$ cat config.mk
export PLATFORM = sky130hd
export DESIGN_NAME = ldags_ctrl
export DESIGN_NICKNAME = d
export VERILOG_FILES = /design/src/rtl/ldags_pkg.sv /design/src/rtl/ldags_ctrl.sv
export SDC_FILE = /design/constraint.sdc
export NUM_CORES = 1
export LEC_CHECK = 0
export BUFFER_PORTS_ARGS = -buffer_cell sky130_fd_sc_hd__buf_2
export CAP_MARGIN = 20
export CORE_AREA = 5 5 42 44
export DETAILED_ROUTE_END_ITERATION = 16
export DIE_AREA = 0 0 47 49
export PLACE_DENSITY = 0.69
export SYNTH_ARGS = -nofsm -noshare
export SYNTH_HDL_FRONTEND = slang
export SYNTH_SLANG_ARGS = --single-unit
$ cat constraint.sdc
create_clock -name i_clk -period 1.45 [get_ports i_clk]
set_clock_uncertainty 0.1 [all_clocks]
set_input_delay 0.0725 -clock i_clk [delete_from_list [all_inputs] [get_ports i_clk]]
set_output_delay 0.0725 -clock i_clk [all_outputs]
set_load 0.01 [all_outputs]
$ cat src/rtl/ldags_pkg.sv
package ldags_pkg;

    localparam int TOPICS        = 64;
    localparam int VOCAB         = 4096;
    localparam int DOCS          = 256;
    localparam int WORDS_PER_DOC = 256;
    localparam int MAX_PICK      = 64;

    localparam int TW  = $clog2(TOPICS);
    localparam int VW  = $clog2(VOCAB);
    localparam int DW  = $clog2(DOCS);
    localparam int PW  = $clog2(WORDS_PER_DOC);
    localparam int KW  = $clog2(MAX_PICK) + 1;

    localparam int NWA = TW + VW;
    localparam int NDA = DW + TW;
    localparam int WTA = DW + PW;

    localparam int CW17 = 17;
    localparam int CW9  = 9;
    localparam int NUMW = 34;
    localparam int QW   = 32;
    localparam int DQW  = 26;
    localparam int WGW  = 42;
    localparam int SUMW = 48;

    localparam logic [2:0] CFG_ALPHA  = 3'd0;
    localparam logic [2:0] CFG_BETA   = 3'd1;
    localparam logic [2:0] CFG_TOPICS = 3'd2;
    localparam logic [2:0] CFG_VOCAB  = 3'd3;

    typedef struct packed {
        logic cap;
        logic clr;
        logic wt_wr;
        logic k_old;
        logic k_zero;
        logic k_inc;
        logic cnt_dec;
        logic cnt_inc;
        logic sum_clr;
        logic ops;
        logic mul;
        logic acc;
        logic thr;
        logic pick;
        logic out_load;
    } t_cmd;

    typedef struct packed {
        logic clr_done;
        logic func_in;
        logic div_done;
        logic last;
        logic hit;
        logic out_busy;
    } t_stat;

endpackage

$ cat src/rtl/ldags_ctrl.sv
module ldags_ctrl
    import ldags_pkg::*;
(
    input  logic  i_clk,
    input  logic  i_rst_n,
    input  logic  i_in_valid,
    output logic  o_in_ready,
    input  t_stat i_stat,
    output t_cmd  o_cmd
);

    localparam logic [3:0] S_CLR    = 4'd0;
    localparam logic [3:0] S_IDLE   = 4'd1;
    localparam logic [3:0] S_RS_RD  = 4'd2;
    localparam logic [3:0] S_RS_OLD = 4'd3;
    localparam logic [3:0] S_RS_CRD = 4'd4;
    localparam logic [3:0] S_RS_DEC = 4'd5;
    localparam logic [3:0] S_W_RD   = 4'd6;
    localparam logic [3:0] S_W_OPS  = 4'd7;
    localparam logic [3:0] S_W_DIV  = 4'd8;
    localparam logic [3:0] S_W_MUL  = 4'd9;
    localparam logic [3:0] S_W_ACC  = 4'd10;
    localparam logic [3:0] S_THR    = 4'd11;
    localparam logic [3:0] S_S_RD   = 4'd12;
    localparam logic [3:0] S_S_CMP  = 4'd13;
    localparam logic [3:0] S_ADD_RD = 4'd14;
    localparam logic [3:0] S_ADD_WR = 4'd15;

    logic [3:0] r_state, n_state;
    logic       r_out_pend, n_out_pend;

    always_ff @(posedge i_clk) begin
        if (!i_rst_n) begin
            r_state    <= S_CLR;
            r_out_pend <= 1'b0;
        end else begin
            r_state    <= n_state;
            r_out_pend <= n_out_pend;
        end
    end

    always_comb begin
        n_state    = r_state;
        n_out_pend = r_out_pend;
        o_cmd      = '0;
        o_in_ready = 1'b0;
        if (r_out_pend && !i_stat.out_busy) begin
            o_cmd.out_load = 1'b1;
            n_out_pend     = 1'b0;
        end
        case (r_state)
            S_CLR: begin
                o_cmd.clr = 1'b1;
                if (i_stat.clr_done) n_state = S_IDLE;
            end
            S_IDLE: begin
                o_in_ready = !r_out_pend;
                if (i_in_valid && !r_out_pend) begin
                    o_cmd.cap = 1'b1;
                    n_state   = i_stat.func_in ? S_RS_RD : S_ADD_RD;
                end
            end
            S_RS_RD:  n_state = S_RS_OLD;
            S_RS_OLD: begin
                o_cmd.k_old = 1'b1;
                n_state     = S_RS_CRD;
            end
            S_RS_CRD: n_state = S_RS_DEC;
            S_RS_DEC: begin
                o_cmd.cnt_dec = 1'b1;
                o_cmd.k_zero  = 1'b1;
                o_cmd.sum_clr = 1'b1;
                n_state       = S_W_RD;
            end
            S_W_RD:  n_state = S_W_OPS;
            S_W_OPS: begin
                o_cmd.ops = 1'b1;
                n_state   = S_W_DIV;
            end
            S_W_DIV: if (i_stat.div_done) n_state = S_W_MUL;
            S_W_MUL: begin
                o_cmd.mul = 1'b1;
                n_state   = S_W_ACC;
            end
            S_W_ACC: begin
                o_cmd.acc = 1'b1;
                if (i_stat.last) begin
                    n_state = S_THR;
                end else begin
                    o_cmd.k_inc = 1'b1;
                    n_state     = S_W_RD;
                end
            end
            S_THR: begin
                o_cmd.thr    = 1'b1;
                o_cmd.k_zero = 1'b1;
                n_state      = S_S_RD;
            end
            S_S_RD: n_state = S_S_CMP;
            S_S_CMP: begin
                if (i_stat.hit || i_stat.last) begin
                    o_cmd.pick = 1'b1;
                    n_state    = S_ADD_RD;
                end else begin
                    o_cmd.k_inc = 1'b1;
                    n_state     = S_S_RD;
                end
            end
            S_ADD_RD: n_state = S_ADD_WR;
            S_ADD_WR: begin
                o_cmd.cnt_inc = 1'b1;
                o_cmd.wt_wr   = 1'b1;
                n_out_pend    = 1'b1;
                n_state       = S_IDLE;
            end
            default: n_state = S_IDLE;
        endcase
    end

    a_ready_after_clear: assert property (@(posedge i_clk) disable iff (!i_rst_n)
        o_in_ready |-> i_stat.clr_done)
        else $error("input taken before clearing pass finished");

    a_load_free_slot: assert property (@(posedge i_clk) disable iff (!i_rst_n)
        o_cmd.out_load |-> !i_stat.out_busy)
        else $error("result written over pending result");

    a_div_follows_ops: assert property (@(posedge i_clk) disable iff (!i_rst_n)
        r_state == S_W_OPS |=> r_state == S_W_DIV && !i_stat.div_done)
        else $error("divider done not cleared on start");

    a_no_dec_inc: assert property (@(posedge i_clk) disable iff (!i_rst_n)
        o_cmd.cnt_dec |=> !o_cmd.cnt_inc && !o_cmd.clr)
        else $error("count update overlap");

endmodule

==> out/metrics.cfg, run 1 <==
[synthesis]
synth_flop_cell = dfxtp_1
yosysMostFrequentCell = nor2_1
yosysTopAreaCellShare_pct = 19.5
synthSimpleGateAreaFrac_pct = 40.4
yosys_warnings = 0
yosys.area.top_type = dfxtp_1
synth_edf_count = 0
synth-compound-area-share_pct = 25.1
synth_top_family_by_area = simple AND/OR/NAND/NOR gates
ys_seq_elements = 5
syn_area_um2 = 514
synth_mux_area_share_pct = 2.19
synthTopCellsByCount = 11 x nor2_1, 5 x buf_2, 5 x dfxtp_1, 5 x nor2b_1
syn_inst = 71
synth.avg_cell_area_um2 = 7.24
synthArstFlopShare_pct = 0
ys_top_cells_by_area = dfxtp_1 19%, nor2_1 8.0%, nor2b_1 6.1%
synthAdderAreaFrac_pct = 0
yosys.area_share.xor_xnor_pct = 0
yosysSeqAreaShare_pct = 19.5
netlist-cell-type-count = 32
synth_fp_nets = 80

[routing]
drtIter0Drc = 20
first_pass_iters = 4
vias = 665
drc = 0
wl_per_cell_um = 13.9
ant_nets = 0
totalWireLength_um = 1700
viasPerCell = 5.45

[global_routing]
overflow = 0
grt_max_degree = 12
grt_pass1_vias = 572
antenna_found_initial = 0
grt_use_total_pct = 15.3
grt_pass1_wl_um = 2590

[layout]
drive_above_1_share_pct = 59.4
layout.nets = 116
fin_area_um2 = 846
diodes = 0
area_delta_synth_final_pct = 64.5

[setup_path]
cp_max_fo = 8
crit_arrival_ps = 1350
cp-end-kind = output pin
crit_required_ps = 1280
crit_path_start_kind = flip-flop
crit_type = flip-flop to output pin

[worst_hold_path]
hp-class = primary input to flip-flop

[floorplanning]
initial_utilization_pct = 36.7
pin_count = 25
core_mm2 = 0.00140
rows = 14
die_area_mm2 = 0.00230
die_y_um = 49
die_x_um = 47

[cts]
cts_max_path_buffers = 2
htreeDepth = 1
clock-sinks = 5
clk_latency_ps = 250
tritoncts = yes
cts.clk_slew.worst_paths_ps = 50
numCtsBuffers = 3
cts_root_buffer = clkbuf_4

[power_and_ir_drop]
p_per_area_mw_per_mm2 = 669
p_leak_nw = 0.388
ir_drop_mv = 0.483

[job]
drv_cap = 0

[sta]
slew_headroom_pct = 74.5
worst_slack_ps = -74.1
maxSlewViolCount = 0
worstMarginPinSlew_ps = 379
rsz0062_at_grt = true
setup_viol = 3
whs_ps = 14.9
final_hold_viol_count = 0
fmax_mhz = 656
period_share_pct = 105
finalCriticalPeriod_ps = 1520

[run_status]
status = finished with violations
violations = setup timing

[placed_design]
place_hpwl_um = 1110
placed_area_um2 = 648
portBuffers = 24
gp_congestion = 0.812

final cells by class:
type                    count  area (µm²)
clock buffers               4        26.3
fillers                   118         556
inverters                   2        7.51
multi-input cells          55         415
flip-flops and latches      5         115
well taps                  16        20.0
repair buffers             40         262
flip-flops by register name (all words and copies together), names as in the netlist:
name	flops
r_state	4
r_out_pend	1
cell families (layout without fill, tap and decap cells):
kind of cell           after synthesis  in the layout
muxes                                1              1
buffers and inverters               11             46
AOI/OAI and AO/OA                   17             17
and+or+nand+nor                     37             37
DFF                                  5              5
metal layers:
layer | up-vias | track usage, % | share of wire, %
li1 | 322 | - | -
met1 | 322 | 20.4 | 41
met2 | 17 | 22.4 | 54
met3 | 4 | 3.69 | 3.9
met4 | 0 | 6.91 | 1.2
met5 | - | 0 | 0
cells in the final DEF, fill, tap and decap left out, types with 4 or more instances in the layout:
| master | instances |
|---|---|
| nor2_1 | 7 |
| buf_4 | 11 |
| nor2b_1 | 4 |
| dfxtp_4 | 4 |
| buf_2 | 24 |
path summary, 6_finish.rpt:
| path | slack [ps] | from | cells past startpoint | end |
|---|---|---|---|---|
| worst min-delay path | 10 | i_rst_n | 3 | r_state[0] |
| worst max register to register | 10 | r_state[1] | 5 | r_state[1] |
| worst min register to register | 440 | r_out_pend | 2 | r_out_pend |
| worst max-delay path | -70 | r_state[3] | 4 | o_cmd[10] |
per-stage QoR:
step / cells / total power [mW] / setup TNS, ps / worst slack [ps] / util [%]
global route: 122 / 0.613 / -665 / -135 / 60.4
CTS: 116 / 0.515 / -165 / -93.0 / 51.5
floorplan: 71 / 0.269 / 0 / 185 / -
finish: 122 / 0.566 / -170 / -74.1 / 60.4
detailed placement: 109 / 0.333 / 0 / 53.1 / 46.3
global placement: 109 / 0.331 / 0 / 70.0 / 46.3
where the power goes:
| group | switching [mW] | internal [mW] |
|---|---|---|
| clock | 0.0674 | 0.105 |
| sequential | 0.0171 | 0.145 |
| combinational | 0.112 | 0.120 |
| total | 0.197 | 0.369 |
repair_timing:
action                                 in CTS  in global routing
hold buffers                                1                  0
pin swaps                                   1                  2
resized for setup                           9                 19
setup endpoints to repair                   6                 11
endpoints found under the hold margin       1                  0
buffers inserted                            2                  6
worst max-delay path: stages, from the launching register on:
cell and delay [ps]:
dfxtp_4 370, buf_8 130, or3b_1 340, a21boi_1 120
buf_2 140
Power figures use the tool's default switching activity.
==> run 2, diff against run 1 <==
Settings changed: CTS_BUF_LIST set to sky130_fd_sc_hd__clkbuf_8 sky130_fd_sc_hd__clkbuf_16, CTS_CLUSTER_SIZE set to 12.
==> out/metrics.cfg, run 2 (synthesis results as in run 1) <==
[run_status]
status = finished with violations
violations = setup timing

[global_routing]
grt_pass1_vias = 590  ; +3.1%
grt_max_degree = 12  ; unchanged
grt_use_total_pct = 15.2  ; -0.070 points
overflow = 0  ; unchanged
grt_pass1_wl_um = 2640  ; +2.1%
antenna_found_initial = 0  ; unchanged

[setup_path]
slowest_stage = or3b_1
worstReg2RegEnd = r_state[0]
crit_required_ps = 1280  ; about the same
crit_path_start_kind = flip-flop
cp_cell_sequence = buf_6, or3b_1, a21boi_1, buf_2
r2r_start = r_state[3]
cp-end-kind = output pin
crit_arrival_ps = 1330  ; -20 ps
crit_type = flip-flop to output pin
cp_max_fo = 6  ; -2
rrSetupSlack_ps = 40  ; +30 ps
max_stage_delay_ps = 360  ; about the same
reg2reg_depth = 4  ; -1

[layout]
fin_cells = 122  ; unchanged
diodes = 0  ; unchanged
area_delta_synth_final_pct = 71.0
layout.nets = 116  ; unchanged
regMostFlops = r_state
final_common_cell = buf_2
largest_reg_flops = 4  ; unchanged
drive_above_1_share_pct = 59.4  ; unchanged
mostFrequentLayoutCells = 23 x buf_2, 12 x buf_4, 8 x nor2_1
top_regs = r_state (4), r_out_pend (1)
final_core_util_pct = 62.8  ; +2.4 points

[floorplanning]
rows = 14  ; unchanged
die_area_mm2 = 0.00230  ; unchanged
die_x_um = 47  ; unchanged
die_y_um = 49  ; unchanged
core_mm2 = 0.00140  ; unchanged
pin_count = 25  ; unchanged
initial_utilization_pct = 36.7  ; unchanged

[routing]
drc = 0  ; unchanged
drtIter0Drc = 21  ; +5.0%
vias = 649  ; -2.4%
totalWireLength_um = 1770  ; +4.2%
first_pass_iters = 4  ; unchanged
wl_per_cell_um = 14.5  ; +4.2%
ant_nets = 0  ; unchanged
viasPerCell = 5.32  ; -2.4%

[cts]
cts_max_path_buffers = 2  ; unchanged
clock-sinks = 5  ; unchanged
clk_latency_ps = 220  ; -30 ps
htreeDepth = 1  ; unchanged
hold_buffers = 0  ; -1
cts.clk_slew.worst_paths_ps = 40  ; about the same
numCtsBuffers = 3  ; unchanged
tritoncts = yes
cts_root_buffer = clkbuf_8

[power_and_ir_drop]
p_leak_nw = 0.402  ; +3.6%
p_per_area_mw_per_mm2 = 747  ; +12%
power_mw = 0.657  ; +16%
ir_drop_mv = 0.974  ; +100%

[sta]
rsz0062_at_grt = true
fmax_mhz = 664  ; +1.2%
maxSlewViolCount = 0  ; unchanged
worstMarginPinSlew_ps = 291  ; -87.6 ps
final_hold_viol_count = 0  ; unchanged
period_share_pct = 104  ; -1.3 points
worst_slack_ps = -55.9  ; +18.2 ps
tns_ps = -98.8  ; +71.3 ps
slew_headroom_pct = 80.5  ; +6.0 points
setup_viol = 2  ; -1
finalCriticalPeriod_ps = 1510  ; -18.2 ps

[worst_hold_path]
hp-class = primary input to flip-flop
holdPathEnd = r_out_pend
min_from = i_stat[0]
min_path_cells = 3  ; unchanged

[placed_design]
dp_cells = 109  ; unchanged
dp_slack_ps = 53.1  ; unchanged
gp_congestion = 0.812  ; unchanged
portBuffers = 24  ; unchanged
place_hpwl_um = 1110  ; unchanged

[job]
drv_cap = 0  ; unchanged

run 2: changes by cell type in the layout (fill, tap and decap cells not counted), sizes merged:
cell	previous run	this run
inv	2	3
dlygate4sd3	1	0
run 2: worst max-delay path, delay by kind of cell (launching register included):
family	cells	cell delay [ps]
AOI/OAI and AO/OA	1	140
buffers and inverters	2	260
DFF	1	340
and+or+nand+nor	1	360
run 2: how the worst max path moves through the flow:
stage | from | endpoint | cells after the start
detailed placement | r_state[3] | r_state[2] | 5
CTS | r_state[1] | o_cmd[10] | 4
floorplan | r_state[3] | r_state[1] | 5
global route | r_state[3] | o_cmd[10] | 4
finish | r_state[1] | o_cmd[10] | 4
global placement | r_state[2] | r_state[1] | 4
run 2: cell type report:
class	count	area, µm²
Timing Repair Buffer	40	279
Multi-Input combinational cell	55	415
Clock buffer	3	41.3
Tap cell	16	20.0
Fill cell	118	522
Clock inverter	1	3.75
Sequential cell	5	113
Inverter	2	7.51
run 2: layer usage:
metal | global-route usage, % | wire length, µm | up-vias
met3 | 3.69 | 80 | 2
li1 | - | - | 321
met1 | 19.6 | 755 | 306
met5 | 0 | 0 | -
met2 | 24.0 | 929 | 20
met4 | 5.07 | 8 | 0
run 2: through the flow:
stage / hold slack (ps) / cell area (µm²)
floorplan: 91.4 / 514
global placement: 243 / 648
detailed placement: 254 / 648
CTS: 28.4 / 723
global route: 50.7 / 880
finish: 33.7 / 880
run 2: report_power, final:
part | internal [mW] | leakage, nW | total, mW | switching, mW
Combinational | 0.123 | 0.332 | 0.236 | 0.113
Clock | 0.182 | 0.0269 | 0.257 | 0.0753
Sequential | 0.146 | 0.0433 | 0.163 | 0.0165
run 2: what timing repair did:
| action | in CTS | in global routing |
|---|---|---|
| endpoints found under the hold margin | 0 | 0 |
| gates cloned | 0 | 1 |
| setup buffers | 2 | 6 |
| pin swaps | 2 | 6 |
| gates resized for setup | 7 | 21 |
| setup endpoints to repair | 6 | 11 |
